<file path="config.mk">
export PLATFORM = sky130hd
export DESIGN_NAME = reaction_extent_limiter
export DESIGN_NICKNAME = d
export VERILOG_FILES = /design/src/rtl/rel_pkg.sv /design/src/rtl/rel_ctrl.sv /design/src/rtl/rel_dpath.sv /design/src/rtl/reaction_extent_limiter.sv
export SDC_FILE = /design/constraint.sdc
export NUM_CORES = 1
export LEC_CHECK = 0
export BUFFER_PORTS_ARGS = -buffer_cell sky130_fd_sc_hd__buf_2
export CAP_MARGIN = 20
export CELL_PAD_IN_SITES_DETAIL_PLACEMENT = 2
export CELL_PAD_IN_SITES_GLOBAL_PLACEMENT = 2
export CORE_MARGIN = 2
export CORE_UTILIZATION = 38
export CTS_CLUSTER_SIZE = 25
export DETAILED_ROUTE_END_ITERATION = 8
export PLACE_DENSITY_LB_ADDON = 0.25
export SYNTH_ARGS = -nofsm -noshare
export SYNTH_HDL_FRONTEND = slang
export SYNTH_SLANG_ARGS = --single-unit
export TNS_END_PERCENT = 20
</file>
<file path="constraint.sdc">
create_clock -name clk -period 7.9 [get_ports clk]
set_input_delay 1.185 -clock clk [delete_from_list [all_inputs] [get_ports clk]]
set_output_delay 1.185 -clock clk [all_outputs]
set_load 0.01 [all_outputs]
</file>
<file path="src/rtl/rel_pkg.sv">
// ----------------------------------------------------------------------------
// Reaction extent limiter package
// Shared widths and the command and status bundles that pass between the
// controller and the datapath.
// ----------------------------------------------------------------------------
package rel_pkg;

  // Field widths of the stream payloads.
  localparam int CONC_W   = 32;
  localparam int COEF_W   = 5;
  localparam int EXT_W    = 32;
  localparam int LIMIT_W  = 31;

  // Packed tdata widths, padded to whole bytes.
  localparam int IN_RAW_W  = CONC_W + COEF_W + EXT_W;
  localparam int IN_DATA_W = ((IN_RAW_W + 7) / 8) * 8;
  localparam int OUT_RAW_W = 1 + 1 + LIMIT_W + LIMIT_W + 1 + EXT_W;
  localparam int OUT_DATA_W = ((OUT_RAW_W + 7) / 8) * 8;

  // The quotient has as many bits as a clamped concentration.
  localparam int QUO_W = LIMIT_W;
  localparam int CNT_W = $clog2(QUO_W);

  // Commands from the controller to the datapath.
  typedef struct packed {
    logic load;      // capture the incoming species transaction
    logic div_step;  // one restoring division step
    logic update;    // fold the quotient into the running minima
    logic finish;    // load the result register and clear the minima
  } rel_cmd_t;

  // Status from the datapath to the controller.
  typedef struct packed {
    logic div_done;  // the current step is the final division step
    logic is_last;   // the held species closes its reaction
    logic out_free;  // the result register can take a new result
  } rel_status_t;

endpackage

</file>
<file path="src/rtl/rel_ctrl.sv">
// ----------------------------------------------------------------------------
// Reaction extent limiter controller
// Sequences capture, the bit-serial division, the minimum update and the
// result load for one species at a time.
// ----------------------------------------------------------------------------
module rel_ctrl
  import rel_pkg::*;
(
  input  logic        clk,
  input  logic        rst,
  input  logic        s_tvalid,
  output logic        s_tready,
  input  rel_status_t status,
  output rel_cmd_t    cmd
);

  localparam logic [1:0] ST_IDLE   = 2'd0;
  localparam logic [1:0] ST_DIV    = 2'd1;
  localparam logic [1:0] ST_UPDATE = 2'd2;
  localparam logic [1:0] ST_FINISH = 2'd3;

  logic [1:0] state;
  logic [1:0] state_next;

  // A new species is taken only when the previous one is fully folded in.
  assign s_tready = (state == ST_IDLE);

  // Next state and command decode.
  always_comb begin
    state_next   = state;
    cmd.load     = 1'b0;
    cmd.div_step = 1'b0;
    cmd.update   = 1'b0;
    cmd.finish   = 1'b0;
    case (state)
      ST_IDLE: begin
        if (s_tvalid) begin
          cmd.load   = 1'b1;
          state_next = ST_DIV;
        end
      end
      ST_DIV: begin
        cmd.div_step = 1'b1;
        if (status.div_done) begin
          state_next = ST_UPDATE;
        end
      end
      ST_UPDATE: begin
        cmd.update = 1'b1;
        state_next = status.is_last ? ST_FINISH : ST_IDLE;
      end
      ST_FINISH: begin
        // Hold until the result register has room.
        if (status.out_free) begin
          cmd.finish = 1'b1;
          state_next = ST_IDLE;
        end
      end
      default: begin
        state_next = ST_IDLE;
      end
    endcase
  end

  always_ff @(posedge clk) begin
    if (rst) begin
      state <= ST_IDLE;
    end else begin
      state <= state_next;
    end
  end

endmodule

</file>
<file path="src/rtl/rel_dpath.sv">
// ----------------------------------------------------------------------------
// Reaction extent limiter datapath
// Restoring divider, running forward and reverse minima, extent clipping
// and the result register of the master side.
// ----------------------------------------------------------------------------
module rel_dpath
  import rel_pkg::*;
#(
  parameter int COEF_MAX = 15
) (
  input  logic                  clk,
  input  logic                  rst,
  input  logic [IN_DATA_W-1:0]  s_tdata,
  input  logic                  s_tlast,
  output logic                  m_tvalid,
  input  logic                  m_tready,
  output logic [OUT_DATA_W-1:0] m_tdata,
  input  rel_cmd_t              cmd,
  output rel_status_t           status
);

  localparam int DIV_W = $clog2(COEF_MAX + 1);

  // Input field views.
  logic signed [CONC_W-1:0] in_conc;
  logic signed [COEF_W-1:0] in_coef;
  logic signed [EXT_W-1:0]  in_ext;
  logic [COEF_W-1:0]        coef_mag;
  logic [DIV_W-1:0]         div_sat;
  logic [QUO_W-1:0]         dividend;

  assign in_conc = s_tdata[CONC_W-1:0];
  assign in_coef = s_tdata[CONC_W+COEF_W-1:CONC_W];
  assign in_ext  = s_tdata[CONC_W+COEF_W+EXT_W-1:CONC_W+COEF_W];

  // Clamp negative concentrations to zero and saturate the coefficient magnitude.
  always_comb begin
    coef_mag = in_coef[COEF_W-1] ? COEF_W'(-in_coef) : COEF_W'(in_coef);
    if (32'(coef_mag) > COEF_MAX) begin
      div_sat = DIV_W'(COEF_MAX);
    end else begin
      div_sat = DIV_W'(coef_mag);
    end
    dividend = in_conc[CONC_W-1] ? '0 : in_conc[QUO_W-1:0];
  end

  // Held species transaction.
  logic [QUO_W-1:0]        quo;
  logic [DIV_W-1:0]        rem;
  logic [DIV_W-1:0]        divisor;
  logic signed [EXT_W-1:0] extent;
  logic                    last_flag;
  logic                    coef_neg;
  logic                    coef_nz;
  logic [CNT_W-1:0]        cnt;

  // One restoring step: shift in the next dividend bit and try a subtract.
  logic [DIV_W:0] rem_sh;
  logic [DIV_W:0] diff;

  assign rem_sh = {rem, quo[QUO_W-1]};
  assign diff   = rem_sh - {1'b0, divisor};

  always_ff @(posedge clk) begin
    if (cmd.load) begin
      quo       <= dividend;
      rem       <= '0;
      divisor   <= div_sat;
      extent    <= in_ext;
      last_flag <= s_tlast;
      coef_neg  <= in_coef[COEF_W-1];
      coef_nz   <= (in_coef != '0);
      cnt       <= '0;
    end else if (cmd.div_step) begin
      cnt <= cnt + 1'b1;
      if (!diff[DIV_W]) begin
        rem <= diff[DIV_W-1:0];
        quo <= {quo[QUO_W-2:0], 1'b1};
      end else begin
        rem <= rem_sh[DIV_W-1:0];
        quo <= {quo[QUO_W-2:0], 1'b0};
      end
    end
  end

  // Running minima over reactants (forward) and products (reverse).
  logic               fwd_seen;
  logic               rev_seen;
  logic [LIMIT_W-1:0] fwd_min;
  logic [LIMIT_W-1:0] rev_min;

  always_ff @(posedge clk) begin
    if (rst || cmd.finish) begin
      fwd_seen <= 1'b0;
      rev_seen <= 1'b0;
      fwd_min  <= '0;
      rev_min  <= '0;
    end else if (cmd.update && coef_nz) begin
      if (coef_neg) begin
        if (!fwd_seen || quo < fwd_min) begin
          fwd_min <= quo;
        end
        fwd_seen <= 1'b1;
      end else begin
        if (!rev_seen || quo < rev_min) begin
          rev_min <= quo;
        end
        rev_seen <= 1'b1;
      end
    end
  end

  // Blocked flag and clipping of the proposed extent.
  logic                    blocked;
  logic [EXT_W-1:0]        ext_neg_mag;
  logic signed [EXT_W-1:0] clipped;

  always_comb begin
    blocked     = fwd_seen && rev_seen && (fwd_min == '0) && (rev_min == '0);
    ext_neg_mag = EXT_W'(-extent);
    clipped     = extent;
    if (fwd_seen && !extent[EXT_W-1] && (extent != '0) &&
        (extent[LIMIT_W-1:0] > fwd_min)) begin
      clipped = signed'({1'b0, fwd_min});
    end else if (rev_seen && extent[EXT_W-1] &&
                 (ext_neg_mag > {1'b0, rev_min})) begin
      clipped = -signed'({1'b0, rev_min});
    end
    if (blocked) begin
      clipped = '0;
    end
  end

  // Result register: a finished result waits here while new species come in.
  logic                    res_fwd;
  logic                    res_rev;
  logic [LIMIT_W-1:0]      res_fwd_lim;
  logic [LIMIT_W-1:0]      res_rev_lim;
  logic                    res_blk;
  logic signed [EXT_W-1:0] res_ext;

  always_ff @(posedge clk) begin
    if (rst) begin
      m_tvalid <= 1'b0;
    end else if (cmd.finish) begin
      m_tvalid <= 1'b1;
    end else if (m_tready) begin
      m_tvalid <= 1'b0;
    end
  end

  always_ff @(posedge clk) begin
    if (cmd.finish) begin
      res_fwd     <= fwd_seen;
      res_rev     <= rev_seen;
      res_fwd_lim <= fwd_min;
      res_rev_lim <= rev_min;
      res_blk     <= blocked;
      res_ext     <= clipped;
    end
  end

  assign m_tdata = {(OUT_DATA_W - OUT_RAW_W)'(0), res_ext, res_blk, res_rev_lim,
                    res_fwd_lim, res_rev, res_fwd};

  // Status back to the controller.
  assign status.div_done = (cnt == CNT_W'(QUO_W - 1));
  assign status.is_last  = last_flag;
  assign status.out_free = !m_tvalid || m_tready;

endmodule

</file>
<file path="src/rtl/reaction_extent_limiter.sv">
// ----------------------------------------------------------------------------
// Reaction extent limiter
// Folds a run of species into forward and reverse extent limits and, on the
// last species, reports the limits and the clipped proposed extent.
// ----------------------------------------------------------------------------
// Each species passes through one capture, 31 steps of the restoring divider
// and one minimum update before the next species is accepted.
// The last species of a reaction then loads the result, which waits in a
// result register; the load is held off while that register is still full.
// Reset (rst, synchronous) clears the minima, the controller and the output valid.
module reaction_extent_limiter
  import rel_pkg::*;
#(
  parameter int COEF_MAX = 15
) (
  input  logic                  clk,
  input  logic                  rst,
  // Species transactions.
  input  logic                  s_tvalid,
  output logic                  s_tready,
  // [31:0] concentration, [36:32] coefficient, [68:37] proposed_extent
  input  logic [IN_DATA_W-1:0]  s_tdata,
  input  logic                  s_tlast,
  // Result transactions.
  output logic                  m_tvalid,
  input  logic                  m_tready,
  // [0] has_forward, [1] has_reverse, [32:2] forward_limit,
  // [63:33] reverse_limit, [64] blocked, [96:65] clipped_extent
  output logic [OUT_DATA_W-1:0] m_tdata
);

  rel_cmd_t    cmd;
  rel_status_t status;

  // Sequencing of one species at a time.
  rel_ctrl u_ctrl (
    .clk      (clk),
    .rst      (rst),
    .s_tvalid (s_tvalid),
    .s_tready (s_tready),
    .status   (status),
    .cmd      (cmd)
  );

  // Divider, minima, clipping and result register.
  rel_dpath #(
    .COEF_MAX (COEF_MAX)
  ) u_dpath (
    .clk      (clk),
    .rst      (rst),
    .s_tdata  (s_tdata),
    .s_tlast  (s_tlast),
    .m_tvalid (m_tvalid),
    .m_tready (m_tready),
    .m_tdata  (m_tdata),
    .cmd      (cmd),
    .status   (status)
  );

endmodule
</file>
Word level (Yosys, flattened, before mapping)
Index checks and enable logic that the tools add are counted.

Reductions and logical operators: 30. $add $sub $neg: 5. Mux-type cells: 21. Bitwise logic cells: 1. Equality and inequality tests: 7. Order comparisons: 5.

Operators by type and width (count): two-way mux 31 bit (4); zero test 31 bit (2); < comparator 31 bit (2); greater-than comparator 32 x 31 -> 1 bit (1); two-way mux 32 bit (1); negation 31 -> 32 bit (1); negation 32 bit (1); nonzero test 32 bit (1); greater-than comparator 31 bit (1); logical AND 1 bit (9); two-way mux 1 bit (9); AND reduction 3 bit (3); two-way mux 2 bit (4); case mux 2 bit (4 select lines) (1); != test 2 bit (second input constant) (3); adder 5 x 1 -> 5 bit (second input constant) (1); == test 5 bit (second input constant) (1); greater-than comparator 5 x 4 -> 1 bit (second input constant) (1); two-way mux 5 bit (1); negation 5 bit (1); nonzero test 5 bit (1); subtractor 5 x 4 -> 5 bit (1); == test 2 bit (second input constant) (2); zero test 1 bit (4); 8 further kinds (13).

Word-level logic and storage cells: 90. Output and inout port bits: 106. Bits in registers: 243.

Longest topological paths before layout
Gate-level depths: netlist of the first run.

Depth in word-level cells: 5. Mapped depth: 19. Depth with buffers taken out: 17.

By module
A second synthesis of the first run with hierarchy kept.

Cell total of the unflattened synthesis: 1240. Area, all modules: 13556.8 um^2.

By module, submodules not included: rel_dpath (times used 1, sequential area each 6496.2 um^2, area an instance 13439.1 um^2, cells each 1225); rel_ctrl (times used 1, sequential area each 40.0 um^2, area an instance 117.6 um^2, cells each 15).

Worst setup path after synthesis of the first run
No wires, ideal clock.

Path kind: input port to flip-flop. Start point: in m_tready. End point: reg u_dpath.fwd_min[10]. Buffers on the path: 2. Slack: 1.387 ns. Arrival: 6.371 ns. Cell stages on the path: 7. Data required time: 7.758 ns. Library setup time: 0.142 ns. Path through: nor2b_1 nor2_1 nor2_1 clkbuf_1 clkbuf_1 nand2_1 mux2i_1.

RTL lines: start, declared (RTL line reaction_extent_limiter.sv:26) `input logic m_tready,`; end signal, assigned (RTL line rel_dpath.sv:101) `fwd_min <= quo;`; end, declared (RTL line rel_dpath.sv:89) `logic [LIMIT_W-1:0] fwd_min;`.

Worst setup path in the final report of the first run
Start point: reg u_dpath.extent[2]. End point: reg u_dpath.res_ext[28] (data pin).

Cells in the longest elaborated chain, start to end: 5. Elaborated cells on any way between the ends: 9. Classes of those cells: 1 x add/sub; 2 x order compare; 2 x mux; 4 x reduce/logical.

RTL lines: start, declared (RTL line rel_dpath.sv:51) `logic signed [EXT_W-1:0] extent;`; start signal, assigned (RTL line rel_dpath.sv:69) `extent <= in_ext;`; negation 32 bit (RTL line rel_dpath.sv:120) `ext_neg_mag = EXT_W'(-extent);`; greater-than comparator 32 x 31 -> 1 bit (RTL line rel_dpath.sv:126) `(ext_neg_mag > {1'b0, rev_min})) begin`; logical AND 1 bit (RTL line rel_dpath.sv:125) `end else if (rev_seen && extent[EXT_W-1] &&`; two-way mux 32 bit (RTL line rel_dpath.sv:125); two-way mux 31 bit (*) (RTL line rel_dpath.sv:122) `if (fwd_seen && !extent[EXT_W-1] && (extent != '0) &&`; end signal, assigned (RTL line rel_dpath.sv:159) `res_ext <= clipped;`; end, declared (RTL line rel_dpath.sv:140) `logic signed [EXT_W-1:0] res_ext;`.

Mark *: on every way between the ends. The rest lies on a longest branch, timed or not. A chain may end at the register's enable or synchronous reset.

==> results of run 1 <==
==> worst max-delay path, delay by kind of cell, from the launching register on <==
| kind | cells | cell delay [ns] |
|---|---|---|
| xor gates and xnor gates | 1 | 0.17 |
| adders and majority gates | 1 | 0.31 |
| buffers and inverters | 1 | 0.57 |
| AOI/OAI and AO/OA | 3 | 0.92 |
| DFF | 1 | 0.48 |
| muxes | 1 | 0.24 |
| and+or+nand+nor | 10 | 3.16 |
==> registers in the layout (all words and copies together) (netlist names) <==
name,count
u_ctrl.state,2
u_dpath.cnt,5
u_dpath.coef_neg,1
u_dpath.coef_nz,1
u_dpath.divisor,4
u_dpath.extent,32
u_dpath.fwd_min,31
u_dpath.fwd_seen,1
u_dpath.last_flag,1
u_dpath.m_tvalid,1
u_dpath.quo,31
u_dpath.rem,4
u_dpath.res_blk,1
u_dpath.res_ext,32
u_dpath.res_fwd,1
u_dpath.res_fwd_lim,31
u_dpath.res_rev,1
u_dpath.res_rev_lim,31
u_dpath.rev_min,31
u_dpath.rev_seen,1
==> power groups by stage <==
stage	registers (uW)	logic (uW)	clock network [uW]
3_5_place_dp	1520	391	0
3_3_place_gp	1520	364	0
6_report	1490	394	1320
4_1_cts	1490	396	1350
5_1_grt	1500	455	1390
2_1_floorplan	1490	273	0
==> worst min-delay path by stage <==
stage | startpoint | to | slack, ns
2_1_floorplan | u_dpath.rev_min[21]$_SDFFE_PP0P_ | u_dpath.res_rev_lim[21]$_DFFE_PP_ | 0.43
3_3_place_gp | u_dpath.rev_min[22]$_SDFFE_PP0P_ | u_dpath.res_rev_lim[22]$_DFFE_PP_ | 0.44
3_5_place_dp | u_dpath.rev_min[22]$_SDFFE_PP0P_ | u_dpath.res_rev_lim[22]$_DFFE_PP_ | 0.45
4_1_cts | u_dpath.rev_min[22]$_SDFFE_PP0P_ | u_dpath.res_rev_lim[22]$_DFFE_PP_ | 0.46
5_1_grt | u_dpath.rev_min[22]$_SDFFE_PP0P_ | u_dpath.res_rev_lim[22]$_DFFE_PP_ | 0.48
6_report | u_dpath.rev_min[22]$_SDFFE_PP0P_ | u_dpath.res_rev_lim[22]$_DFFE_PP_ | 0.47
==> metal layers <==
metal / up-vias / routed length [um] / global-route usage, %
met5: - / 0 / 0
met4: 0 / 1150 / 6.90
met3: 68 / 1270 / 2.20
met2: 191 / 21900 / 42.5
met1: 5322 / 20100 / 31.3
li1: 4849 / - / -
==> Yosys cell counts (all sizes together), types with 2 or more instances <==
| cell type | n | share of area (%) |
|---|---|---|
| nor3 | 29 | 1.1 |
| a21oi | 44 | 1.6 |
| nand3 | 21 | 0.78 |
| dfxtp | 76 | 11 |
| and3 | 3 | 0.14 |
| nor4b | 2 | 0.13 |
| buf | 19 | 1.1 |
| nor4 | 18 | 0.94 |
| xor2 | 8 | 0.52 |
| o21ai | 40 | 1.5 |
| o211ai | 7 | 0.39 |
| xnor2 | 54 | 3.5 |
| o21a | 2 | 0.11 |
| inv | 81 | 2.2 |
| ha | 131 | 12 |
| or3 | 7 | 0.32 |
| and2 | 2 | 0.092 |
| clkbuf | 31 | 0.87 |
| edfxtp | 167 | 37 |
| a211oi | 6 | 0.33 |
| o41ai | 2 | 0.13 |
| nand2b | 11 | 0.51 |
| o31ai | 3 | 0.20 |
| nand3b | 31 | 1.7 |
| nor2b | 10 | 0.46 |
| mux2i | 95 | 7.0 |
| or4 | 6 | 0.39 |
| a21o | 22 | 1.2 |
| a31oi | 6 | 0.28 |
| nand2 | 191 | 5.4 |
| o2bb2ai | 26 | 2.7 |
| a2111oi | 3 | 0.19 |
| nand4 | 29 | 1.3 |
| nor2 | 42 | 1.2 |
==> through the flow <==
stage          setup slack (ns)  util (%)  area, um^2  cells  hold WS [ns]
6_report                   1.78      44.8       15800   1900         0.465
5_1_grt                    1.36      44.8       15800   1900         0.480
4_1_cts                    1.76      44.8       15800   1899         0.465
3_5_place_dp               1.75      42.2       14900   1847         0.448
3_3_place_gp               1.96      42.2       14900   1847         0.442
2_1_floorplan              1.39         -       13500   1249         0.430
==> cells by family after synthesis <==
logic type / count (synthesis)
buf+inv: 132
other cells: 1
flops: 243
mux: 96
xor+xnor: 62
compound gates: 170
simple gates: 407
fa+ha+maj: 132
==> placed cells by master (no fill, tap or decap), types with 7 or more instances in the layout <==
cell | netlist | final
clkbuf_16 | 0 | 29
o2bb2ai_2 | 21 | 20
dfxtp_1 | 76 | 76
nand2_1 | 190 | 190
nand2b_1 | 11 | 11
nor2_1 | 41 | 39
nor3_1 | 29 | 29
mux2i_1 | 95 | 95
a21o_1 | 22 | 22
nand4_1 | 29 | 29
xor2_1 | 8 | 8
ha_1 | 131 | 131
conb_1 | 1 | 7
nor4_1 | 17 | 17
xnor2_1 | 54 | 54
edfxtp_1 | 167 | 167
nand3b_1 | 31 | 31
buf_2 | 3 | 172
nor2b_1 | 10 | 10
or3_1 | 7 | 7
buf_4 | 11 | 15
o21ai_0 | 34 | 34
nand3_1 | 21 | 21
inv_1 | 81 | 81
clkinv_2 | 0 | 9
o211ai_1 | 7 | 7
a21oi_1 | 44 | 44
==> cell type report <==
| cell class | count | area (um^2) |
|---|---|---|
| Sequential cell | 243 | 6540 |
| Multi-Input combinational cell | 874 | 6490 |
| Fill cell | 3687 | 19500 |
| Timing Repair Buffer | 188 | 993 |
| Clock buffer | 32 | 747 |
| Tap cell | 461 | 577 |
| Clock inverter | 20 | 178 |
| Inverter | 82 | 308 |
==> flow_summary.ini, run 1 <==
[outcome]
status = finished clean

[synth]
synthXorXnorAreaFrac_pct = 4.01
ys_seq_elements = 243
ys.flop_type = edfxtp_1
avgSynthCellArea_um2 = 10.9
syn_area_um2 = 13500
yosys_warnings = 0
yosysSeqAreaShare_pct = 48.3
synth_cells = 1243
synth_top_family_by_area = simple AND/OR/NAND/NOR gates
synth-compound-area-share_pct = 9.29
synthSimpleGateAreaFrac_pct = 14.7
synth.distinct_cells = 63
async_reset_ff_share_pct = 0
synth_adder_area_share_pct = 12.3
synthMuxAreaShare_pct = 7.11
synth_edf_count = 167

[pwr]
combPwrFrac_pct = 12.3
switching_power_uw = 844
power_frac_seq_pct = 46.6
p_sw_share_pct = 26.3
ir_drop_uv = 144
p_leak_uw = 0.00641
power.share.clock_pct = 41.1
design_power_total_uw = 3210
p_int_uw = 2360
p_per_area_nw_per_um2 = 202

[sta]
fin_skew_ns = 0.0122
hold_viol_final = 0
slew_headroom_pct = 31.0
setup_tns_ns = 0
setup_viol = 0
worstMarginPinSlew_ns = 1.03
fmax_mhz = 163
rsz0062_at_grt = false
fin_crit_ns = 6.12
slew_viol_final = 0
period_share_pct = 77.5

[clocking]
post_cts_resized = 0
cts-root-buf = clkbuf_16
numCtsBuffers = 28
cts_tree = done
cts_max_level = 1
cts_buffer_depth = 3
clock_latency_ns = 0.55
cts_sinks = 243
postCtsSetupBuffers = 0
clkSlewWorstSetupHoldPaths_ns = 0.07
ctsHoldBuffers = 0

[final_layout]
nNetsFinal = 1626
syn_to_final_growth_pct = 17.0
diodes = 0
drive_gt1_share_pct = 18.7

[floorplanning]
dieArea_um2 = 37100
coreArea_um2 = 35300
die_w_um = 193
rows = 69
start_util_pct = 38.3
die-height_um = 193
num_io_pins = 183

[worst_setup_path]
critPathCaptureType = register
crit_path_start_kind = register
slowest_delay_ns = 0.70
cp_max_fo = 22
worstSetupEndpoint = u_dpath.res_ext[28]$_SDFFCE_PP0P_
worstSetupPathType = reg -> reg
cp_common_cell = nor3_1
crit_required_ns = 8.20
timing.rr.start = u_dpath.extent[2]$_DFFE_PP_
slowest_stage = or4_1
startpoint = u_dpath.extent[2]$_DFFE_PP_
r2r_end = u_dpath.res_ext[28]$_SDFFCE_PP0P_
crit_chain = nor3_1 > nand2_1 > or3_1 > or4_1 > nor4_4 > nand2_1 > xor2_1 > ha_1 > nand4_1 > nor3_1 > nand4_1 > nor3_1 > a21oi_1 > o2bb2ai_4 > buf_4 > mux2i_1 > a2bb2o_2
reg2reg_slack_ns = 1.78
reg2reg_depth = 17
cp_data_arrival_time_ns = 6.42

[drt]
drtIter0Drc = 501
viasPerCell = 5.49
ant_nets = 0
remaining_drc_errors = 0
dr.pass1.iters = 4
wl_per_cell_um = 23.4
vias = 10430
wl_um = 44400

[global_routing]
grt_pass1_vias = 11311
grt_usage_pct = 24.1
grt_pass1_wl_um = 67300
grt_max_degree = 60
antenna_found_initial = 0
grt.overflow.total = 0

[placed_design]
finalWeightedCongestion = 0.843
port_buffers = 172
hpwl_um = 32600

[hold_path]
worstHoldPathCells = 0
hold_class = reg -> reg

[flow_run]
cap_viol_max_count = 0
(Power assumes the default switching activity.)
==> run 2, diff against run 1 <==
--- a/config.mk
+++ b/config.mk
@@ -5,12 +5,13 @@
 export SDC_FILE = /design/constraint.sdc
 export NUM_CORES = 1
 export LEC_CHECK = 0
+export ABC_AREA = 1
 export BUFFER_PORTS_ARGS = -buffer_cell sky130_fd_sc_hd__buf_2
 export CAP_MARGIN = 20
 export CELL_PAD_IN_SITES_DETAIL_PLACEMENT = 2
 export CELL_PAD_IN_SITES_GLOBAL_PLACEMENT = 2
 export CORE_MARGIN = 2
-export CORE_UTILIZATION = 38
+export CORE_UTILIZATION = 35
 export CTS_CLUSTER_SIZE = 25
 export DETAILED_ROUTE_END_ITERATION = 8
 export PLACE_DENSITY_LB_ADDON = 0.25
==> constraint.sdc (replaced) <==
create_clock -name clk -period 6 [get_ports clk]
set_input_delay 0.9 -clock clk [delete_from_list [all_inputs] [get_ports clk]]
set_output_delay 0.9 -clock clk [all_outputs]
set_load 0.01 [all_outputs]
==> run 2 against run 1 <==
Against the previous run: area after synthesis is 6.9% higher; highest routed layer unchanged; maximum frequency is 25% higher; worst hold slack better by 0.030 ns; synthesized cell count is 38% higher; utilization is 3.8 points lower; wire length is 25% higher; die area is 16% higher; critical endpoint is now u_dpath.res_ext[0]$_SDFFCE_PP0P_; sequential cell count stayed put.
==> flow_summary.ini, run 2 <==
[outcome]
status = finished clean

[drt]
drtIter0Drc = 757
viasPerCell = 5.35
remaining_drc_errors = 0
dr.pass1.iters = 5
wl_um = 55700
ant_nets = 0
vias = 12999
wl_per_cell_um = 22.9

[placed_design]
finalWeightedCongestion = 0.846
hpwl_um = 41600
port_buffers = 172

[synth]
synth_top_area_share_pct = 34.7
synth_common_cells = inv_1 (271), nand2_1 (268), nand3_1 (170)
synth_edf_count = 167
yosysTopAreaCell = edfxtp_1
yosysSeqAreaShare_pct = 45.2
syn_area_um2 = 14500
ys_seq_elements = 243
yosys_warnings = 0
synth.area.top_cells = edfxtp_1 (35%), ha_1 (11%), dfxtp_1 (11%)
ys.flop_type = edfxtp_1
async_reset_ff_share_pct = 0
avgSynthCellArea_um2 = 8.40
synth_cells = 1720
synth.distinct_cells = 50
synth_most_common_cell = inv_1

[pwr]
p_int_uw = 3970
p_leak_uw = 0.00744
power.share.clock_pct = 27.8
p_sw_share_pct = 39.5
switching_power_uw = 2590
p_per_area_nw_per_um2 = 391
ir_drop_uv = 228
combPwrFrac_pct = 34.8
power_frac_seq_pct = 37.4

[worst_setup_path]
reg2reg_depth = 25
r2r_end = u_dpath.res_ext[0]$_SDFFCE_PP0P_
reg2reg_slack_ns = 1.10
crit_required_ns = 6.33
crit_path_start_kind = register
critPathCaptureType = register
cp_data_arrival_time_ns = 5.23
cp_max_fo = 33
startpoint = u_dpath.extent[0]$_DFFE_PP_
timing.rr.start = u_dpath.extent[0]$_DFFE_PP_
worstSetupPathType = reg -> reg
worstSetupEndpoint = u_dpath.res_ext[0]$_SDFFCE_PP0P_

[final_layout]
final_common_cell = inv_1
syn_to_final_growth_pct = 16.0
nNetsFinal = 2085
drive_gt1_share_pct = 14.2
diodes = 0
final_cell_mix = inv_1 (271), nand2_1 (265), buf_2 (172), nand3_1 (170), edfxtp_1 (167)
reg_top3 = u_dpath.extent (32), u_dpath.res_ext (32)

[floorplanning]
dieArea_um2 = 42900
coreArea_um2 = 40800
die-height_um = 207
num_io_pins = 183
rows = 74
die_w_um = 207
start_util_pct = 35.4

[hold_path]
hold_class = in -> reg

[global_routing]
use_met1_pct = 34.8
grt_max_degree = 64
grt_usage_pct = 25.6
met3_usage_pct = 2.62
grt.overflow.total = 0
antenna_found_initial = 1
grt_pass1_wl_um = 85200
grt_pass1_vias = 13970
globalRoute.busiestLayer = met2
use_met2_pct = 43.3

[clocking]
cts_sinks = 243
cts-root-buf = clkbuf_16
cts_buffer_depth = 3
clock_latency_ns = 0.58
cts_max_level = 1
ctsHoldBuffers = 0
clkSlewWorstSetupHoldPaths_ns = 0.06
numCtsBuffers = 29
cts_tree = done
post_cts_resized = 0
postCtsSetupBuffers = 0

[sta]
fmax_mhz = 204
hold_ws_ns = 0.496
period_share_pct = 81.7
slew_viol_final = 0
setup_viol = 0
hold_viol_final = 0
rsz0062_at_grt = false
setup_tns_ns = 0
worstMarginPinSlew_ns = 1.02
fin_skew_ns = 0.0130
slew_headroom_pct = 31.7
fin_crit_ns = 4.90

[flow_run]
cap_viol_max_count = 0
-- run 2: cell count changes in the layout (fill, tap and decap cells not counted), moves of 11 or more --
cell / change
a21o_1: -22
o2bb2ai_2: -20
a21oi_1: +92
o22ai_1: +30
nand2_1: +75
nand2b_1: -11
nand3_1: +149
mux2i_1: -95
xnor2_1: -41
o21ai_0: +41
nor2_1: +120
nand3b_1: -30
inv_1: +190
xor2_1: +25
-- run 2: cell type report --
type	instances	area, um^2
flip-flops and latches	243	6540
clock buffers	34	754
clock inverters	20	221
well taps	532	666
multi-input cells	1139	6570
fillers	4583	24100
inverters	277	1040
repair buffers	186	978
-- run 2: cells by family (layout without fill, tap and decap cells) --
family | after synthesis | count (layout) | synth area share, %
AND/OR/NAND/NOR | 693 | 693 | 21.1
buffers and inverters | 344 | 517 | 9.69
AO/OA/AOI/OAI | 261 | 261 | 9.68
flip-flops | 243 | 243 | 45.2
adder cells (fa/ha/maj) | 132 | 132 | 11.5
XOR/XNOR | 46 | 46 | 2.79
other | 1 | 7 | 0.0259
-- run 2: how the worst min path moves through the flow --
stage | from | to | cells after the start
detailed placement | u_dpath.fwd_min[17]$_SDFFE_PP0P_ | u_dpath.res_fwd_lim[17]$_DFFE_PP_ | 0
finish | s_tlast | u_dpath.last_flag$_DFFE_PP_ | 1
global placement | u_dpath.rem[3]$_SDFFE_PP0P_ | u_dpath.rem[3]$_SDFFE_PP0P_ | 2
floorplan | u_dpath.rev_min[30]$_SDFFE_PP0P_ | u_dpath.res_rev_lim[30]$_DFFE_PP_ | 0
global route | s_tdata[55] | u_dpath.extent[18]$_DFFE_PP_ | 1
CTS | s_tlast | u_dpath.last_flag$_DFFE_PP_ | 1
-- run 2: layer usage --
layer / up-vias / wire length, um
met1: 6542 / 25300
li1: 6074 / -
met4: 0 / 1570
met2: 305 / 26500
met3: 78 / 2270
met5: - / 0
-- run 2: power by group through the flow --
| stage | Clock (uW) | Combinational (uW) | Sequential (uW) |
|---|---|---|---|
| after detailed placement | 0 | 2260 | 2480 |
| after global routing | 1920 | 2590 | 2480 |
| after floorplan | 0 | 1540 | 2310 |
| after global placement | 0 | 2100 | 2470 |
| final | 1830 | 2280 | 2450 |
| after CTS | 1860 | 2290 | 2450 |
-- run 2: critical path: stages (launching register included) --
cell and delay (ns):
edfxtp_1 0.39, inv_1 0.17, ha_1 0.22, nand2_1 0.17, nor2_1 0.17, nand2_1 0.15
nor3_1 0.19, buf_4 0.19, nand4_1 0.16, inv_1 0.18, nand2_1 0.12, o32ai_1 0.29
inv_1 0.10, ha_1 0.31, nand3_1 0.08, or2_2 0.14, inv_1 0.06, nand4_1 0.09
nand2_1 0.07, inv_2 0.56, nand2_4 0.25, buf_12 0.24, nand2_1 0.07, nand3_1 0.06
nand2_1 0.15, inv_1 0.06
-- run 2: per-stage QoR --
| step | instances | utilization (%) | setup WS [ns] | total power, uW | area, um^2 |
|---|---|---|---|---|---|
| final | 2431 | 41.1 | 1.10 | 6560 | 16800 |
| after global routing | 2431 | 41.1 | 0.700 | 6990 | 16800 |
| after CTS | 2431 | 41.1 | 1.12 | 6600 | 16800 |
| after detailed placement | 2377 | 38.7 | 1.18 | 4740 | 15800 |
| after global placement | 2377 | 38.7 | 1.37 | 4570 | 15800 |
| after floorplan | 1726 | - | 1.45 | 3850 | 14500 |
